==> config.mk <==
export PLATFORM = sky130hd
export DESIGN_NAME = dmm_cell
export DESIGN_NICKNAME = d
export VERILOG_FILES = /design/src/dmm_pkg.sv /design/src/dmm_cell.sv
export SDC_FILE = /design/constraint.sdc
export NUM_CORES = 1
export LEC_CHECK = 0
export ABC_AREA = 1
export BUFFER_PORTS_ARGS = -buffer_cell sky130_fd_sc_hd__buf_4
export CORE_UTILIZATION = 42
export CTS_BUF_LIST = sky130_fd_sc_hd__clkbuf_8 sky130_fd_sc_hd__clkbuf_16
export DETAILED_ROUTE_END_ITERATION = 12
export PLACE_DENSITY_LB_ADDON = 0.3
export SLEW_MARGIN = 30
export SYNTH_ARGS = -nofsm -noshare
export SYNTH_HDL_FRONTEND = slang
export SYNTH_SLANG_ARGS = --single-unit
export TNS_END_PERCENT = 30
==> constraint.sdc <==
create_clock -name clk -period 6.4 [get_ports clk]
set_input_delay 0.64 -clock clk [delete_from_list [all_inputs] [get_ports clk]]
set_output_delay 0.64 -clock clk [all_outputs]
set_load 0.02 [all_outputs]
==> src/dmm_pkg.sv <==
// ----------------------------------------------------------------------------
// Dense matrix multiply package
// Shared widths, codes, word types and helpers for the matrix multiplier.
// ----------------------------------------------------------------------------
package dmm_pkg;

  // Geometry and number formats
  localparam int MAX_DIM = 8;
  localparam int IDX_W   = $clog2(MAX_DIM);
  localparam int DEPTH   = MAX_DIM * MAX_DIM;
  localparam int ADDR_W  = 2 * IDX_W;
  localparam int DIM_W   = 4;
  localparam int VAL_W   = 16;
  localparam int PROD_W  = 2 * VAL_W;
  localparam int ACC_W   = 40;
  localparam int CFG_IDX_W = 2;

  // Input actions
  typedef enum logic [1:0] {
    ACT_LOAD_A  = 2'd0,
    ACT_LOAD_B  = 2'd1,
    ACT_COMPUTE = 2'd2,
    ACT_NONE    = 2'd3
  } action_t;

  // Configuration register indexes
  localparam logic [CFG_IDX_W-1:0] CFG_ROWS_A    = 2'd0;
  localparam logic [CFG_IDX_W-1:0] CFG_INNER_LEN = 2'd1;
  localparam logic [CFG_IDX_W-1:0] CFG_COLS_B    = 2'd2;

  // Result status codes
  localparam logic STATUS_OK  = 1'b0;
  localparam logic STATUS_ERR = 1'b1;

  // Sequencer states
  typedef enum logic [1:0] {
    ST_IDLE,
    ST_FEED,
    ST_WAIT,
    ST_DRAIN
  } state_t;

  // Input word
  typedef struct packed {
    logic [1:0]              action;
    logic [IDX_W-1:0]        row;
    logic [IDX_W-1:0]        col;
    logic signed [VAL_W-1:0] value;
  } in_word_t;

  // Result word
  typedef struct packed {
    logic [IDX_W-1:0]        out_row;
    logic [IDX_W-1:0]        out_col;
    logic signed [ACC_W-1:0] out_value;
    logic                    status;
    logic                    last;
  } out_word_t;

  // Data wave that travels down the cell chain
  typedef struct packed {
    logic                    vld;
    logic                    first;
    logic                    fin;
    logic [IDX_W-1:0]        k;
    logic signed [VAL_W-1:0] a;
  } wave_t;

  // Clamp a dimension register to 1..MAX_DIM
  function automatic logic [DIM_W-1:0] eff_dim(input logic [DIM_W-1:0] reg_val);
    logic [DIM_W-1:0] res;
    if (reg_val == '0) begin
      res = DIM_W'(1);
    end else if (reg_val > DIM_W'(MAX_DIM)) begin
      res = DIM_W'(MAX_DIM);
    end else begin
      res = reg_val;
    end
    return res;
  endfunction

endpackage

==> src/dmm_cell.sv <==
// ----------------------------------------------------------------------------
// Dense matrix multiply cell
// Holds one column of B, multiplies the passing A wave against it,
// accumulates one product element and shifts results toward the output.
// ----------------------------------------------------------------------------
module dmm_cell (
  input  logic                             clk,
  input  logic                             rst_n,
  // B column write
  input  logic                             b_we,
  input  logic [dmm_pkg::IDX_W-1:0]        b_widx,
  input  logic signed [dmm_pkg::VAL_W-1:0] b_wdata,
  // wave chain
  input  dmm_pkg::wave_t                   wave_in,
  output dmm_pkg::wave_t                   wave_out,
  // accumulator status
  output logic                             done,
  // result shift chain
  input  logic                             cap,
  input  logic                             shift,
  input  logic signed [dmm_pkg::ACC_W-1:0] sh_in,
  output logic signed [dmm_pkg::ACC_W-1:0] sh_out
);
  import dmm_pkg::*;

  logic signed [VAL_W-1:0]  b_r [MAX_DIM];
  wave_t                    wave_r;
  logic signed [PROD_W-1:0] prod_r;
  logic                     pv_r, pfirst_r, pfin_r;
  logic signed [ACC_W-1:0]  acc_r, acc_nxt;
  logic                     done_r;
  logic signed [ACC_W-1:0]  sh_r;

  // column of B, one entry per inner index
  always_ff @(posedge clk) begin
    if (b_we) begin
      b_r[b_widx] <= b_wdata;
    end
  end

  // stage 1: take the wave from the left neighbor
  always_ff @(posedge clk) begin
    if (!rst_n) begin
      wave_r.vld <= 1'b0;
    end else begin
      wave_r.vld <= wave_in.vld;
    end
  end

  always_ff @(posedge clk) begin
    wave_r.first <= wave_in.first;
    wave_r.fin   <= wave_in.fin;
    wave_r.k     <= wave_in.k;
    wave_r.a     <= wave_in.a;
  end

  assign wave_out = wave_r;

  // stage 2: multiply against the stored B entry
  always_ff @(posedge clk) begin
    if (!rst_n) begin
      pv_r <= 1'b0;
    end else begin
      pv_r <= wave_r.vld;
    end
  end

  always_ff @(posedge clk) begin
    prod_r   <= wave_r.a * b_r[wave_r.k];
    pfirst_r <= wave_r.first;
    pfin_r   <= wave_r.fin;
  end

  // stage 3: accumulate, restart on the first term of a row
  always_comb begin
    acc_nxt = acc_r;
    if (pv_r) begin
      acc_nxt = pfirst_r ? ACC_W'(prod_r) : acc_r + ACC_W'(prod_r);
    end
  end

  always_ff @(posedge clk) begin
    acc_r <= acc_nxt;
  end

  always_ff @(posedge clk) begin
    if (!rst_n) begin
      done_r <= 1'b0;
    end else begin
      done_r <= pv_r && pfin_r;
    end
  end

  assign done = done_r;

  // result shift register: capture sums, then move toward column 0
  always_ff @(posedge clk) begin
    if (cap) begin
      sh_r <= acc_r;
    end else if (shift) begin
      sh_r <= sh_in;
    end
  end

  assign sh_out = sh_r;

endmodule

## Word level (Yosys, flattened, before mapping)

Memories as Yosys holds them, arrays and structs flattened. A register that Yosys moved wholly into a read port is not among the register bits.
Cells that the tools add are included.

| storage, ports and cells | value |
|---|---|
| output and inout port bits | 63 |
| latch bits | 0 |
| memories | 1 |
| bits in registers | 138 |
| bits in writable memories | 128 |
| ROM bits | 0 |

Memories:

| memory | words | bits a word | rd ports | clocked after Yosys merged registers in | wr ports | line | source |
|---|---|---|---|---|---|---|---|
| b_r | 8 | 16 | 1 | 1 | 1 | dmm_cell.sv:26 | `logic signed [VAL_W-1:0] b_r [MAX_DIM];` |

| operators by class | value |
|---|---|
| bitwise gates (word level) | 0 |
| div/mod/pow operators | 0 |
| add/subtract/negate cells | 1 |
| multiplexer cells | 5 |
| eq/ne operators | 0 |
| shift operators | 0 |
| multipliers | 1 |
| reductions and logical operators | 2 |
| order comparisons | 0 |

Operators by type and width:

| cell | count |
|---|---|
| 2-to-1 mux 40 bit | 3 |
| adder 40 x 32 -> 40 bit | 1 |
| multiplier 16 x 16 -> 32 bit | 1 |
| 2-to-1 mux 1 bit | 2 |
| nonzero test 2 bit | 1 |
| logical AND 1 bit | 1 |

## Longest topological paths before layout

| logic depth | value |
|---|---|
| depth after elaboration | 2 |
| mapped depth | 32 |
| depth with buffers taken out | 29 |

## Worst setup path before layout

OpenSTA, ideal clock, no wires.

| timing path | value |
|---|---|
| path kind | register to register |
| from | register wave_out[16] (netlist name) |
| to | register prod_r[31] |
| data required time | 6.287 ns |
| library setup time | 0.113 ns |
| stages on the path, launching flop included | 25 |
| path buffers | 2 |
| data arrival time | 5.956 ns |
| path slack | 0.331 ns |
| path through | dfxtp_1 buf_6 buf_4 o21ai_0 o221ai_1 nand2_2 nor2_1 fa_1 fa_1 inv_1 fa_1 fa_1 fa_1 fa_1 inv_1 ha_1 nand2_1 nor3_1 nand2_1 nor3_1 nand2_1 nand3_1 inv_1 nand3_1 nand2_1 |

RTL lines:

| what | line | source |
|---|---|---|
| end signal: assignment | dmm_cell.sv:69 | `prod_r <= wave_r.a * b_r[wave_r.k];` |
| end: declaration | dmm_cell.sv:28 | `logic signed [PROD_W-1:0] prod_r;` |

==> metrics.md <==
| Metric | Value |
|---|---|
| Growth of design area from synthesis to finish | 16.87% |
| Result of the run | finished clean |
| Initial standard-cell utilization of the core | 0.4243 |
| Final setup violation count | 0 |
| Final worst path period share | 0.9777 |
| Post-layout instance area | 26630 um2 |
| Max-cap violations | 0 |
| Commonest register cell after synthesis | sky130_fd_sc_hd__edfxtp_1 |
| Port buffer count | 148 |
| Actual transition at the worst max-transition pin | 0.9495 ns |
| Area taken by multi-input logic gates | 13360 um2 |
| Yosys cell types | 45 |
| Leftover overflow at the end of global routing | 0 |
| Crit-path max FO | 8 |
| Die W | 234.9 um |
| Maximum clock rate | 159.8 MHz |
| Post-synthesis mux area share | 0 |
| # hold bufs at CTS | 0 |
| Number of enable-type register cells in the synthesized netlist | 208 |
| Clk_skew | 0.01830 ns |
| Unrepaired setup endpoints after global routing | true |
| Antenna violations before repair | 0 |
| Xor-xnor portion of the synthesized cell area | 0.01345 |
| Full die area | 55200 um2 |
| Number of fill cells | 5128 |
| Final Max Tran Viols | 0 |
| Die Span Y | 234.9 um |
| Placed instance area | 25170 um2 |
| Mean number of vias per cell | 5.048 |
| Post-Syn Nets | 3113 |
| Largest incremental delay on the critical path | 0.62 ns |
| Class of the most critical setup path | reg2reg |
| Critical Path RT | 6.87 ns |
| Placement Rows | 85 |
| Global placer's final weighted congestion | 0.9606 |
| Sum of negative setup slack | 0 ns |
| Share of flip-flops with an asynchronous set or reset after synthesis | 0 |
| Dominant combinational cell family by area after synthesis | adder cells |
| Adder-Cell Fraction of Synth Area | 0.2974 |
| Final hold violations | 0 |
| First-pass GRT wire length | 100300 um |
| Critical path's most frequent cell | sky130_fd_sc_hd__fa_1 |
| Cells after synthesis | 2643 |
| Number of H-tree levels | 1 |
| Max stage delay cell, worst path | sky130_fd_sc_hd__fa_1 |
| Vias in the first global route | 18.95k |
| Sum of routed wire length over all layers | 63640 um |
| Total I/O pin count | 149 |
| Drc violations | 0 |
| Syn Std Cell Area | 22790 um2 |
| Core Region | 53710 um2 |
| Share of cells above drive strength 1 | 0.1408 |
| Global Route Usage Sum | 0.2310 |
| Average size of a mapped cell | 8.623 um2 |
| Worst Hold Class | in2reg |
| Clock latency at the later pin of the worst-skew pair | 0.57 ns |
| Area used by sequential logic in the layout | 7418 um2 |
| Antenna diode count | 0 |
| Worst hold slack after final layout | 0.1671 ns |
| Cell depth of the worst hold path | 1 |
| Clock-pin transition on the worst setup and hold timing paths | 0.06 ns |
| Drt first pass iters | 6 |
| Kind of capture point of the worst setup path | register |
| Root Buffer | sky130_fd_sc_hd__clkbuf_16 |
| Number of buffers created by CTS | 31 |
| Basic-gate share of the synthesized area counting and, or, nand and nor cells | 0.2111 |
| Compound-cell area share of the yosys netlist | 0.05380 |
| Total number of yosys warnings | 0 |
| Clk sink count | 266 |
| DRC marker count from the first detailed-route iteration | 1319 |
| Post-detailed-route wirelength per cell | 17.68 um |
| Register bit count reported by yosys | 266 |
| CP arrival | 6.72 ns |
| Total via count in the routed design | 18.17k |
| Number of nets with antenna violations after routing | 0 |
| Net total in the final layout | 3350 |
| Worst path cell trace | buf_6 -> clkbuf_16 -> nor2_1 -> o221ai_1 -> nand2_2 -> nor2_1 -> fa_2 -> fa_1 -> buf_4 -> fa_1 -> fa_1 -> fa_1 -> inv_1 -> fa_1 -> inv_1 -> ha_4 -> nand2_2 -> nor2_1 -> inv_2 -> nor3_2 -> and3_1 -> nand2_1 -> nand3_1 -> xor2_1 |
| Startpoint type of the worst setup path | register |
| Post-layout minimum cycle time | 6.257 ns |
| Max-Slew Margin vs Limit | 0.3663 |
| FF-to-FF path depth | 24 |
| Sequential-to-total area share from yosys stat | 0.3250 |
| TritonCTS clock tree | done |
| Largest net degree at the start of global routing | 43 |
| Number of buffers on the longest clock path | 3 |
| End-of-flow core utilization | 0.4959 |
| HPWL Detailed | 50690 um |
## through the flow
stage | setup WS (ns) | std cells
floorplan | 0.3311 | 2643
global placement | -0.03285 | 3525
detailed placement | -0.03284 | 3525
CTS | -0.03475 | 3582
global route | -0.03278 | 3600
finish | 0.1427 | 3600
## worst max-delay path, delay by kind of cell (launching register included)
kind,cells,cell delay [ns]
xor gates and xnor gates,1,0.22
AOI/OAI and AO/OA,1,0.20
adders and majority gates,7,3.44
and+or+nand+nor,9,1.16
buffers and inverters,6,0.65
DFF,1,0.46
## synthesized netlist by cell type (3+ instances only)
master | number | share of area
sky130_fd_sc_hd__buf_1 | 9 | 0.0015
sky130_fd_sc_hd__a21o_1 | 3 | 0.00099
sky130_fd_sc_hd__nand4_1 | 18 | 0.0049
sky130_fd_sc_hd__nor2_1 | 324 | 0.053
sky130_fd_sc_hd__nor3_1 | 9 | 0.0020
sky130_fd_sc_hd__o221ai_1 | 28 | 0.011
sky130_fd_sc_hd__buf_2 | 12 | 0.0026
sky130_fd_sc_hd__o21ai_1 | 11 | 0.0024
sky130_fd_sc_hd__ha_1 | 121 | 0.066
sky130_fd_sc_hd__fa_1 | 263 | 0.23
sky130_fd_sc_hd__nand3_1 | 86 | 0.019
sky130_fd_sc_hd__inv_1 | 474 | 0.078
sky130_fd_sc_hd__o21ai_0 | 79 | 0.017
sky130_fd_sc_hd__or2_2 | 13 | 0.0036
sky130_fd_sc_hd__edfxtp_1 | 208 | 0.27
sky130_fd_sc_hd__inv_2 | 11 | 0.0018
sky130_fd_sc_hd__a21oi_1 | 61 | 0.013
sky130_fd_sc_hd__clkinv_1 | 6 | 0.00099
sky130_fd_sc_hd__o21a_1 | 4 | 0.0013
sky130_fd_sc_hd__nand2_1 | 712 | 0.12
sky130_fd_sc_hd__xor2_1 | 22 | 0.0085
sky130_fd_sc_hd__buf_6 | 18 | 0.0089
sky130_fd_sc_hd__nand2_2 | 12 | 0.0033
sky130_fd_sc_hd__dfxtp_1 | 58 | 0.051
sky130_fd_sc_hd__buf_4 | 5 | 0.0016
sky130_fd_sc_hd__clkbuf_1 | 20 | 0.0033
sky130_fd_sc_hd__nand3_2 | 3 | 0.0013
sky130_fd_sc_hd__xnor2_1 | 13 | 0.0050
sky130_fd_sc_hd__nand3b_1 | 15 | 0.0049
sky130_fd_sc_hd__o21bai_1 | 6 | 0.0020
## registers in the layout, summed over array words and instances, names as in the netlist
name	flops
sh_out	40
b_r	128
pv_r	1
prod_r	32
pfin_r	1
wave_out	22
acc_r	40
done	1
pfirst_r	1
## layer usage
metal	GRT usage	wire length (um)
met1	0.2994	27310
met2	0.3965	30340
met3	0.03419	3870
met4	0.07456	2125
met5	0	0
## final cells by class
class,instances,share of cell area
inverters,492,0.07075
repair inverters,2,0.0007986
clock inverters,24,0.005355
repair buffers,266,0.08019
multi-input cells,1821,0.5015
well taps,696,0.03270
flip-flops and latches,266,0.2785
clock buffers,33,0.03016
## placed cells by master (no fill, tap or decap), types with 7 or more instances in the layout
| cell | instances |
|---|---|
| sky130_fd_sc_hd__xnor2_1 | 13 |
| sky130_fd_sc_hd__a21oi_2 | 7 |
| sky130_fd_sc_hd__fa_1 | 261 |
| sky130_fd_sc_hd__nand2_2 | 14 |
| sky130_fd_sc_hd__nand3b_1 | 15 |
| sky130_fd_sc_hd__clkbuf_16 | 34 |
| sky130_fd_sc_hd__inv_2 | 10 |
| sky130_fd_sc_hd__inv_1 | 475 |
| sky130_fd_sc_hd__nor3_1 | 7 |
| sky130_fd_sc_hd__nand3_1 | 84 |
| sky130_fd_sc_hd__o21ai_0 | 73 |
| sky130_fd_sc_hd__buf_4 | 254 |
| sky130_fd_sc_hd__nand4_1 | 18 |
| sky130_fd_sc_hd__nor2_2 | 7 |
| sky130_fd_sc_hd__dfxtp_1 | 55 |
| sky130_fd_sc_hd__edfxtp_1 | 208 |
| sky130_fd_sc_hd__clkinv_1 | 12 |
| sky130_fd_sc_hd__ha_1 | 112 |
| sky130_fd_sc_hd__or2_2 | 12 |
| sky130_fd_sc_hd__nand2_1 | 708 |
| sky130_fd_sc_hd__nor2_1 | 312 |
| sky130_fd_sc_hd__o21ai_1 | 17 |
| sky130_fd_sc_hd__xor2_1 | 22 |
| sky130_fd_sc_hd__a21oi_1 | 55 |
| sky130_fd_sc_hd__o221ai_1 | 26 |
## path summary, 6_finish.rpt
| path | start | end | slack (ns) |
|---|---|---|---|
| worst max-delay path | wave_out[16]$_DFF_P_ | prod_r[27]$_DFF_P_ | 0.14 |
| worst min-delay path | wave_in[12] | wave_out[12]$_DFF_P_ | 0.17 |
| worst max register to register | wave_out[16]$_DFF_P_ | prod_r[27]$_DFF_P_ | 0.14 |
| worst min register to register | wave_out[19]$_DFF_P_ | pfin_r$_DFF_P_ | 0.35 |
## cells by family (layout without fill, tap and decap cells)
family                   Yosys count  in the layout
buffers and inverters            556            817
XOR/XNOR                          35             35
flip-flops                       266            266
AND/OR/NAND/NOR                 1197           1197
AO/OA/AOI/OAI                    205            205
adder cells (fa/ha/maj)          384            384
## timing repair
item	CTS	global route
gates cloned	0	5
pin swaps	0	22
resized for setup	3	95
setup buffers	0	13
setup endpoints to repair	7	17
Power is left out: the tool's default activity adds up to more than one toggle a clock period on the data nets, which glitch-free logic cannot reach.
